--- config.mk ---
export PLATFORM = sky130hd
export DESIGN_NAME = rfid_ascii_hex_frame_parser_core
export DESIGN_NICKNAME = d
export VERILOG_FILES = /design/src/design/rfidhex_pkg.sv /design/src/design/rfid_ascii_hex_frame_parser_core.sv /design/src/design/rfidhex_queue.sv /design/src/design/rfidhex_front.sv /design/src/design/rfidhex_back.sv
export VERILOG_INCLUDE_DIRS = /design/src /design/src/design
export SDC_FILE = /design/constraint.sdc
export NUM_CORES = 1
export LEC_CHECK = 0
export BUFFER_PORTS_ARGS = -buffer_cell sky130_fd_sc_hd__buf_2
export CAP_MARGIN = 20
export CORE_MARGIN = 4
export CORE_UTILIZATION = 43
export DETAILED_ROUTE_END_ITERATION = 16
export PLACE_DENSITY_LB_ADDON = 0.08
export SKIP_LAST_GASP = 1
export SLEW_MARGIN = 20
export SYNTH_ARGS = -nofsm -noshare
export SYNTH_HDL_FRONTEND = slang
export SYNTH_HIERARCHICAL = 1
export SYNTH_SLANG_ARGS = --single-unit
--- constraint.sdc ---
create_clock -name clk -period 4.1 [get_ports clk]
set_input_delay 0.205 -clock clk [delete_from_list [all_inputs] [get_ports clk]]
set_output_delay 0.205 -clock clk [all_outputs]
set_load 0.02 [all_outputs]
--- src/design/assert_macros.svh ---
// ----------------------------------------------------------------------------
// assert_macros.svh
// Concurrent assertion helpers, clocked on clk and disabled during rst.
// ----------------------------------------------------------------------------
`ifndef ASSERT_MACROS_SVH
`define ASSERT_MACROS_SVH

// Condition must hold at every clock edge outside reset.
`define ASSERT_ALWAYS(label, cond, msg) \
  label: assert property (@(posedge clk) disable iff (rst) (cond)) else $error(msg);

// Antecedent in one cycle implies consequent in the next cycle.
`define ASSERT_NEXT(label, ante, cons, msg) \
  label: assert property (@(posedge clk) disable iff (rst) (ante) |=> (cons)) \
    else $error(msg);

`endif

--- src/design/rfidhex_pkg.sv ---
// ----------------------------------------------------------------------------
// rfidhex_pkg
// Shared types and constants for the RFID ASCII hex frame parser.
// ----------------------------------------------------------------------------
package rfidhex_pkg;

  localparam int TAG_BYTES_DEF = 5;
  localparam int TAG_W         = 40;
  localparam int QUEUE_DEPTH   = 2;

  localparam logic [7:0] CH_STX = 8'd2;
  localparam logic [7:0] CH_ETX = 8'd3;
  localparam logic [7:0] CH_LF  = 8'd10;
  localparam logic [7:0] CH_CR  = 8'd13;
  localparam logic [7:0] POS_MAX = 8'd255;

  typedef enum logic [1:0] {
    OP_STX,
    OP_ETX,
    OP_SKIP,
    OP_DIGIT
  } op_t;

  typedef struct packed {
    op_t        op;
    logic [3:0] nib;
  } token_t;

  typedef struct packed {
    logic full;
    logic empty;
  } queue_stat_t;

endpackage

--- src/design/rfid_ascii_hex_frame_parser_core.sv ---
// ----------------------------------------------------------------------------
// rfid_ascii_hex_frame_parser_core
// Parses an RFID reader's ASCII hex character stream into tag and checksum.
// ----------------------------------------------------------------------------
// Throughput: one character per cycle, sustained while results are taken.
// Path: an accepted ETX beat waits in the two-entry token queue, then its
//   tag and check byte are loaded into the result register.
// Reset: clears frame position, pending nibble, stored bytes, queue and
//   result valid; ready is high once the queue is cleared.
// ----------------------------------------------------------------------------
`include "assert_macros.svh"

module rfid_ascii_hex_frame_parser_core
  import rfidhex_pkg::*;
#(
  parameter int TAG_BYTES = TAG_BYTES_DEF
) (
  input  logic              clk,
  input  logic              rst,
  input  logic              char_valid,
  output logic              char_ready,
  input  logic [7:0]        char_in,
  output logic              res_valid,
  input  logic              res_ready,
  output logic [TAG_W-1:0]  tag_id,
  output logic [7:0]        check_byte,
  output logic              check_ok
);

  queue_stat_t q_stat;
  logic        push;
  token_t      push_data;
  logic        head_valid;
  token_t      head_data;
  logic        pop;

  rfidhex_front u_front (
    .char_valid (char_valid),
    .char_ready (char_ready),
    .char_in    (char_in),
    .q_stat     (q_stat),
    .push       (push),
    .push_data  (push_data)
  );

  rfidhex_queue u_queue (
    .clk        (clk),
    .rst        (rst),
    .push       (push),
    .push_data  (push_data),
    .pop        (pop),
    .head_valid (head_valid),
    .head_data  (head_data),
    .stat       (q_stat)
  );

  rfidhex_back #(
    .TAG_BYTES (TAG_BYTES)
  ) u_back (
    .clk        (clk),
    .rst        (rst),
    .tok_valid  (head_valid),
    .tok        (head_data),
    .tok_pop    (pop),
    .res_valid  (res_valid),
    .res_ready  (res_ready),
    .tag_id     (tag_id),
    .check_byte (check_byte),
    .check_ok   (check_ok)
  );

  `ASSERT_ALWAYS(a_queue_stat, !(q_stat.full && q_stat.empty), "queue full and empty")
  `ASSERT_ALWAYS(a_ready_full, char_ready == !q_stat.full, "ready disagrees with queue")
  `ASSERT_NEXT(a_etx_result, pop && head_data.op == OP_ETX, res_valid, "ETX gave no result")
  `ASSERT_NEXT(a_push_fill, push && !pop, !q_stat.empty, "pushed token lost")

endmodule

--- src/design/rfidhex_queue.sv ---
// ----------------------------------------------------------------------------
// rfidhex_queue
// Small FIFO of classified characters between the front and back ends.
// ----------------------------------------------------------------------------
module rfidhex_queue
  import rfidhex_pkg::*;
(
  input  logic        clk,
  input  logic        rst,
  input  logic        push,
  input  token_t      push_data,
  input  logic        pop,
  output logic        head_valid,
  output token_t      head_data,
  output queue_stat_t stat
);

  localparam int PW = (QUEUE_DEPTH > 1) ? $clog2(QUEUE_DEPTH) : 1;
  localparam int CW = $clog2(QUEUE_DEPTH + 1);

  token_t          mem [QUEUE_DEPTH];
  logic [PW-1:0]   wr_ptr;
  logic [PW-1:0]   rd_ptr;
  logic [CW-1:0]   count;

  logic do_push;
  logic do_pop;

  assign stat.full   = (count == CW'(QUEUE_DEPTH));
  assign stat.empty  = (count == '0);
  assign head_valid  = !stat.empty;
  assign head_data   = mem[rd_ptr];
  assign do_push     = push && !stat.full;
  assign do_pop      = pop && !stat.empty;

  always_ff @(posedge clk) begin
    if (do_push) begin
      mem[wr_ptr] <= push_data;
    end
  end

  always_ff @(posedge clk) begin
    if (rst) begin
      wr_ptr <= '0;
      rd_ptr <= '0;
      count  <= '0;
    end else begin
      if (do_push) begin
        wr_ptr <= (wr_ptr == PW'(QUEUE_DEPTH - 1)) ? '0 : wr_ptr + PW'(1);
      end
      if (do_pop) begin
        rd_ptr <= (rd_ptr == PW'(QUEUE_DEPTH - 1)) ? '0 : rd_ptr + PW'(1);
      end
      case ({do_push, do_pop})
        2'b10:   count <= count + CW'(1);
        2'b01:   count <= count - CW'(1);
        default: count <= count;
      endcase
    end
  end

endmodule

--- src/design/rfidhex_front.sv ---
// ----------------------------------------------------------------------------
// rfidhex_front
// Accepts received characters and classifies them into parser tokens.
// ----------------------------------------------------------------------------
module rfidhex_front
  import rfidhex_pkg::*;
(
  input  logic        char_valid,
  output logic        char_ready,
  input  logic [7:0]  char_in,
  input  queue_stat_t q_stat,
  output logic        push,
  output token_t      push_data
);

  assign char_ready = !q_stat.full;
  assign push       = char_valid && char_ready;

  always_comb begin
    push_data.nib = 4'd0;
    case (char_in)
      CH_STX:        push_data.op = OP_STX;
      CH_ETX:        push_data.op = OP_ETX;
      CH_LF, CH_CR:  push_data.op = OP_SKIP;
      default: begin
        push_data.op = OP_DIGIT;
        // '0'..'9' carry the value in the low nibble; 'A'..'F' sit 9 below it
        if (char_in inside {["0":"9"]}) begin
          push_data.nib = char_in[3:0];
        end else if (char_in inside {["A":"F"]}) begin
          push_data.nib = char_in[3:0] + 4'd9;
        end
      end
    endcase
  end

endmodule

--- src/design/rfidhex_back.sv ---
// ----------------------------------------------------------------------------
// rfidhex_back
// Runs the frame position, packs digit pairs into bytes and builds results.
// ----------------------------------------------------------------------------
module rfidhex_back
  import rfidhex_pkg::*;
#(
  parameter int TAG_BYTES = TAG_BYTES_DEF
) (
  input  logic              clk,
  input  logic              rst,
  input  logic              tok_valid,
  input  token_t            tok,
  output logic              tok_pop,
  output logic              res_valid,
  input  logic              res_ready,
  output logic [TAG_W-1:0]  tag_id,
  output logic [7:0]        check_byte,
  output logic              check_ok
);

  localparam int FRAME_LEN = TAG_BYTES + 1;

  logic [7:0] pos;
  logic [3:0] high_nib;
  logic [7:0] frame [FRAME_LEN];

  logic [6:0]       idx;
  logic             byte_wr;
  logic [7:0]       pos_adv;
  logic [TAG_W-1:0] tag_acc;
  logic [7:0]       sum_acc;
  logic             out_free;

  // Result register frees up when empty or when its beat is taken.
  assign out_free = !res_valid || res_ready;
  assign tok_pop  = tok_valid && ((tok.op != OP_ETX) || out_free);
  assign idx      = pos[7:1];
  assign byte_wr  = tok_pop && (tok.op == OP_DIGIT) && pos[0] && (idx < 7'(FRAME_LEN));
  assign pos_adv  = (pos == POS_MAX) ? pos : pos + 8'd1;

  always_comb begin
    tag_acc = '0;
    sum_acc = '0;
    for (int i = 0; i < TAG_BYTES; i++) begin
      tag_acc = {tag_acc[TAG_W-9:0], frame[i]};
      sum_acc = sum_acc ^ frame[i];
    end
  end

  always_ff @(posedge clk) begin
    if (rst) begin
      pos      <= '0;
      high_nib <= '0;
      for (int i = 0; i < FRAME_LEN; i++) begin
        frame[i] <= '0;
      end
    end else if (tok_pop) begin
      if (tok.op == OP_STX) begin
        pos <= '0;
      end else begin
        pos <= pos_adv;
      end
      if (tok.op == OP_DIGIT && !pos[0]) begin
        high_nib <= tok.nib;
      end
      for (int i = 0; i < FRAME_LEN; i++) begin
        if (byte_wr && idx == 7'(i)) begin
          frame[i] <= {high_nib, tok.nib};
        end
      end
    end
  end

  always_ff @(posedge clk) begin
    if (rst) begin
      res_valid <= 1'b0;
    end else if (tok_pop && tok.op == OP_ETX) begin
      res_valid <= 1'b1;
    end else if (res_ready) begin
      res_valid <= 1'b0;
    end
  end

  always_ff @(posedge clk) begin
    if (tok_pop && tok.op == OP_ETX) begin
      tag_id     <= tag_acc;
      check_byte <= frame[TAG_BYTES];
      check_ok   <= (sum_acc == frame[TAG_BYTES]);
    end
  end

endmodule
---- Yosys cells after proc, flatten, opt, wreduce, memory -nomap -nowiden ----
Memory sizes are Yosys's and may differ from the RTL's. A register that Yosys moved wholly into a read port is not among the register bits.
Cells that the tools add are included.
word-level totals
  RAM bits ................................ 60
  register bits after elaboration ......... 66
  memories ................................ 2
  output and inout bits ................... 51
  logic and storage cells ................. 129
memory list
  name          words  bits a word  read ports  clocked after memory_dff  write ports  line                 text
  u_back.frame  6      8            6           0                         6            rfidhex_back.sv:26   logic [7:0] frame [FRAME_LEN];
  u_queue.mem   2      6            1           1                         1            rfidhex_queue.sv:21  token_t mem [QUEUE_DEPTH];
cells by class
  add/subtract/negate cells ............... 6
  reduce and logical (&&, ||, !) cells .... 32
  eq/ne operators ......................... 18
  magnitude comparators ................... 5
  mux-type cells .......................... 47
  bitwise logic cells ..................... 10
operator list
  kind                 number
  $mux 8               8
  $mux 1               34
  $xor 8x8->8          4
  $logic_and 1x1->1    17
  $eq 8x2->1 const B   2
  $eq 8x4->1 const B   2
  $eq 7x2->1 const B   2
  $eq 7x3->1 const B   2
  $mux 4               3
  $add 8x1->8 const B  1
  $eq 8x8->1           1
  $eq 8x8->1 const B   1
  $ge 8x6->1 const B   1
  $ge 8x7->1 const B   1
  $le 8x6->1 const B   1
  $le 8x7->1 const B   1
  $eq 7x1->1 const B   1
  $logic_not 7->1      1
  $lt 7x3->1 const B   1
  $eq 2x2->1 const B   3
  $or 1x1->1           6
  $pmux 2 s3           1
  $add 4x4->4 const B  1
  $eq 2x1->1 const B   2
  other kinds (13)     21

---- Depth between registers and ports, before layout ----
  depth in word-level cells ............... 13
  depth in mapped cells ................... 11

---- Modules after synthesis ----
Netlist, hierarchy kept.
modules (own cells, without submodules)
  module         cells each  seq. area each (µm²)  times used  area each (µm²)
  rfidhex_back   288         3,173.0               1           4,456.8
  rfidhex_queue  46          460.4                 1           661.9
  rfidhex_front  36          0.0                   1           256.5

---- Worst setup path before layout ----
Ideal clock, no wire load.
  path type ............................... register -> register
  from .................................... register (tool-made name)
  to ...................................... register u_back.check_byte[0] (read register of u_back.frame) (enable)
  data arrival time ....................... 3,321 ps
  cell stages (with the launch flop) ...... 7
  setup time .............................. 456 ps
  slack ................................... 324 ps
  data required time ...................... 3,644 ps
  buffers on the path ..................... 2
  cell sequence ........................... dfxtp_1 clkbuf_1 mux2_2 nand2b_1 o21ai_1 buf_2 nor2_1
RTL lines
  element        line                text
  end, declared  rfidhex_back.sv:18  output logic [7:0] check_byte,

==> impl_metrics.json <==
{
  "die_area_sq_um": 14300,
  "start_kind": "flip-flop",
  "status": "complete, no violations",
  "port_buffers": 62,
  "grt_pass1_wl_um": 16600,
  "crit_chain": "mux2_2, and3_1, nand4b_2, or2_1, o21ai_2",
  "antenna_found_initial": 0,
  "drc": 0,
  "slowest_delay_ps": 490,
  "grt_max_degree": 50,
  "cts_buffers": 17,
  "ir_drop_v": 0.000340,
  "netlist_instances": 369,
  "multiInputGateArea_sq_um": 1640,
  "grt_pass1_vias": 3049,
  "cp.buffers_inverters": 0,
  "place.gp.congestion": 0.857,
  "regArea_sq_um": 3630,
  "vias": 3126,
  "finalCritPeriodShare": 0.642,
  "maxSlewViolCount": 0,
  "setup_violations": 0,
  "first_iter_violations": 236,
  "r2r_cells": 5,
  "wirelength_um": 10200,
  "end_kind": "flip-flop",
  "tightest_slew_ps": 943,
  "cp_data_required_time_ps": 4150,
  "ys_warn_count": 6,
  "cts_tree": "built",
  "fin_crit_ps": 2630,
  "cts_resized": 0,
  "clock-sinks": 127,
  "post_cts_buffers": 0,
  "cp.arrival_ps": 2680,
  "syn_area_per_cell_sq_um": 14.6,
  "cts_max_path_buffers": 2,
  "clk_latency_ps": 410,
  "die_w_um": 120,
  "whs_path_depth": 3,
  "htree_levels": 4,
  "place_hpwl_um": 7210,
  "critPathTopFamily": "simple AND/OR/NAND/NOR gates",
  "row_count": 40,
  "root_buffer": "clkbuf_16",
  "start_util": 0.443,
  "dp_slack_ps": 1490,
  "hold_violations": 0,
  "critPathKind": "flip-flop to flip-flop",
  "coreArea_sq_um": 12100,
  "reg2reg_slack_ps": 1470,
  "ant_nets": 0,
  "powerDensity_nw_per_um2": 543,
  "setup_ws_ps": 1470,
  "grt-ovfl-total": 0,
  "fillers": 1050,
  "drt-wirelength-per-cell_um": 16.3,
  "hold_buffers": 0,
  "areaGrowthSynthToFinish_pct": 19.5,
  "leakagePower_nw": 2.33,
  "rsz0062_at_grt": "no",
  "dr.pass1.iters": 4,
  "crit_slowest_cell": "or2_1",
  "fin_skew_ps": 8.92,
  "grt_usage": 0.154,
  "cap_viol_max_count": 0,
  "whs_endpoint": "u_back/res_valid$_SDFFE_PP0P_",
  "layout-drive-gt1-share": 0.263,
  "netlist_area_sq_um": 5370,
  "avgViaCountPerCell": 5.00,
  "max_slew_margin": 0.365,
  "hold_class": "input pin to flip-flop",
  "antenna_cells": 0,
  "clk_pin_slew_ps": 60,
  "fin_nets": 462,
  "io_pins": 63,
  "path_max_fanout": 13,
  "setup_tns_ps": 0,
  "hp-start": "res_ready",
  "die_h_um": 120,
  "r2r_end": "u_back/frame[3][2]$_SDFFCE_PN0P_",
  "synth_nets": 387,
  "fmax_mhz": 380
}
==> registers in the layout, indices dropped and copies added, names as in the netlist, named ones only <==
register,flops
u_back/tag_id,40
u_back/frame,48
u_queue/rd_ptr,1
u_queue/wr_ptr,1
u_back/high_nib,4
u_queue/count,2
u_back/check_byte,8
u_back/pos,8
u_back/res_valid,1
u_queue/mem,12
u_back/check_ok,1
==> area by class of cell <==
cell class,instances,share of cell area
sequential,127,0.566
multi-input combinational,218,0.256
tap,168,0.0328
timing repair buffer,67,0.0542
inverter,13,0.00761
clock inverter,12,0.0150
clock buffer,20,0.0681
==> worst register-to-register path, cell delays in order, from the launching register on <==
cell	delay, ps
dfxtp_1	450
mux2_2	250
and3_1	230
nand4b_2	360
or2_1	490
o21ai_2	480
==> cell usage in the layout (no fill, tap or decap), types with 2 or more instances in the layout <==
cell and instances:
or2_2 2, o21ai_0 7, nand2_1 15, buf_4 5, nor4_4 3, edfxtp_1 109, clkbuf_1 3, nor2_1 19
nand2b_1 4, a21oi_1 9, xnor3_1 6, buf_2 62, dfxtp_1 18, clkbuf_16 17, or3b_1 2, or4_1 3
nand4_1 4, a22oi_1 2, inv_1 12, xor2_1 9, clkinvlp_4 3, mux2_2 6, o31ai_1 6, nand3_1 6
and3_1 3, or3_1 5, clkinv_1 3, xnor2_1 22, clkinv_4 2, nor4_1 4, clkinv_2 3, nor3_1 16
and2_1 24, ha_1 6, o21ai_2 2, and2b_2 2, mux2i_1 7
==> layer usage <==
layer / track usage / wire (um)
met3: 0.0500 / 511
met1: 0.195 / 4470
met2: 0.246 / 4980
met4: 0.0623 / 224
met5: 0 / 0
==> where the power goes <==
part           switching (W)  internal, W  leakage [nW]
sequential          0.000101      0.00152          1.19
clock               0.000519     0.000823         0.252
combinational       0.000306     0.000211         0.887
==> worst max path at each step <==
| stage | cells past startpoint | slack [ps] | endpoint |
|---|---|---|---|
| 6_report | 5 | 1470 | u_back/frame[3][2]$_SDFFCE_PN0P_ |
| 4_1_cts | 5 | 1480 | u_back/frame[3][2]$_SDFFCE_PN0P_ |
| 3_5_place_dp | 5 | 1490 | u_back/frame[3][3]$_SDFFCE_PN0P_ |
| 5_1_grt | 4 | 1240 | u_back/frame[4][4]$_SDFFCE_PN0P_ |
| 3_3_place_gp | 4 | 1560 | u_back/frame[4][0]$_SDFFCE_PN0P_ |
| 2_1_floorplan | 6 | 320 | u_back/check_byte[0]$_DFFE_PP_ |
==> metrics by stage <==
stage / std cells / util / hold slack (ps) / area [sq um] / power (W)
finish: 625 / 0.530 / 135 / 6420 / 0.00348
global route: 625 / 0.530 / 124 / 6420 / 0.00366
CTS: 625 / 0.530 / 103 / 6420 / 0.00352
detailed placement: 593 / 0.486 / 456 / 5880 / 0.00217
global placement: 593 / 0.486 / 459 / 5880 / 0.00216
floorplan: 369 / - / 274 / 5370 / 0.00201
Power figures use the tool's default switching activity.
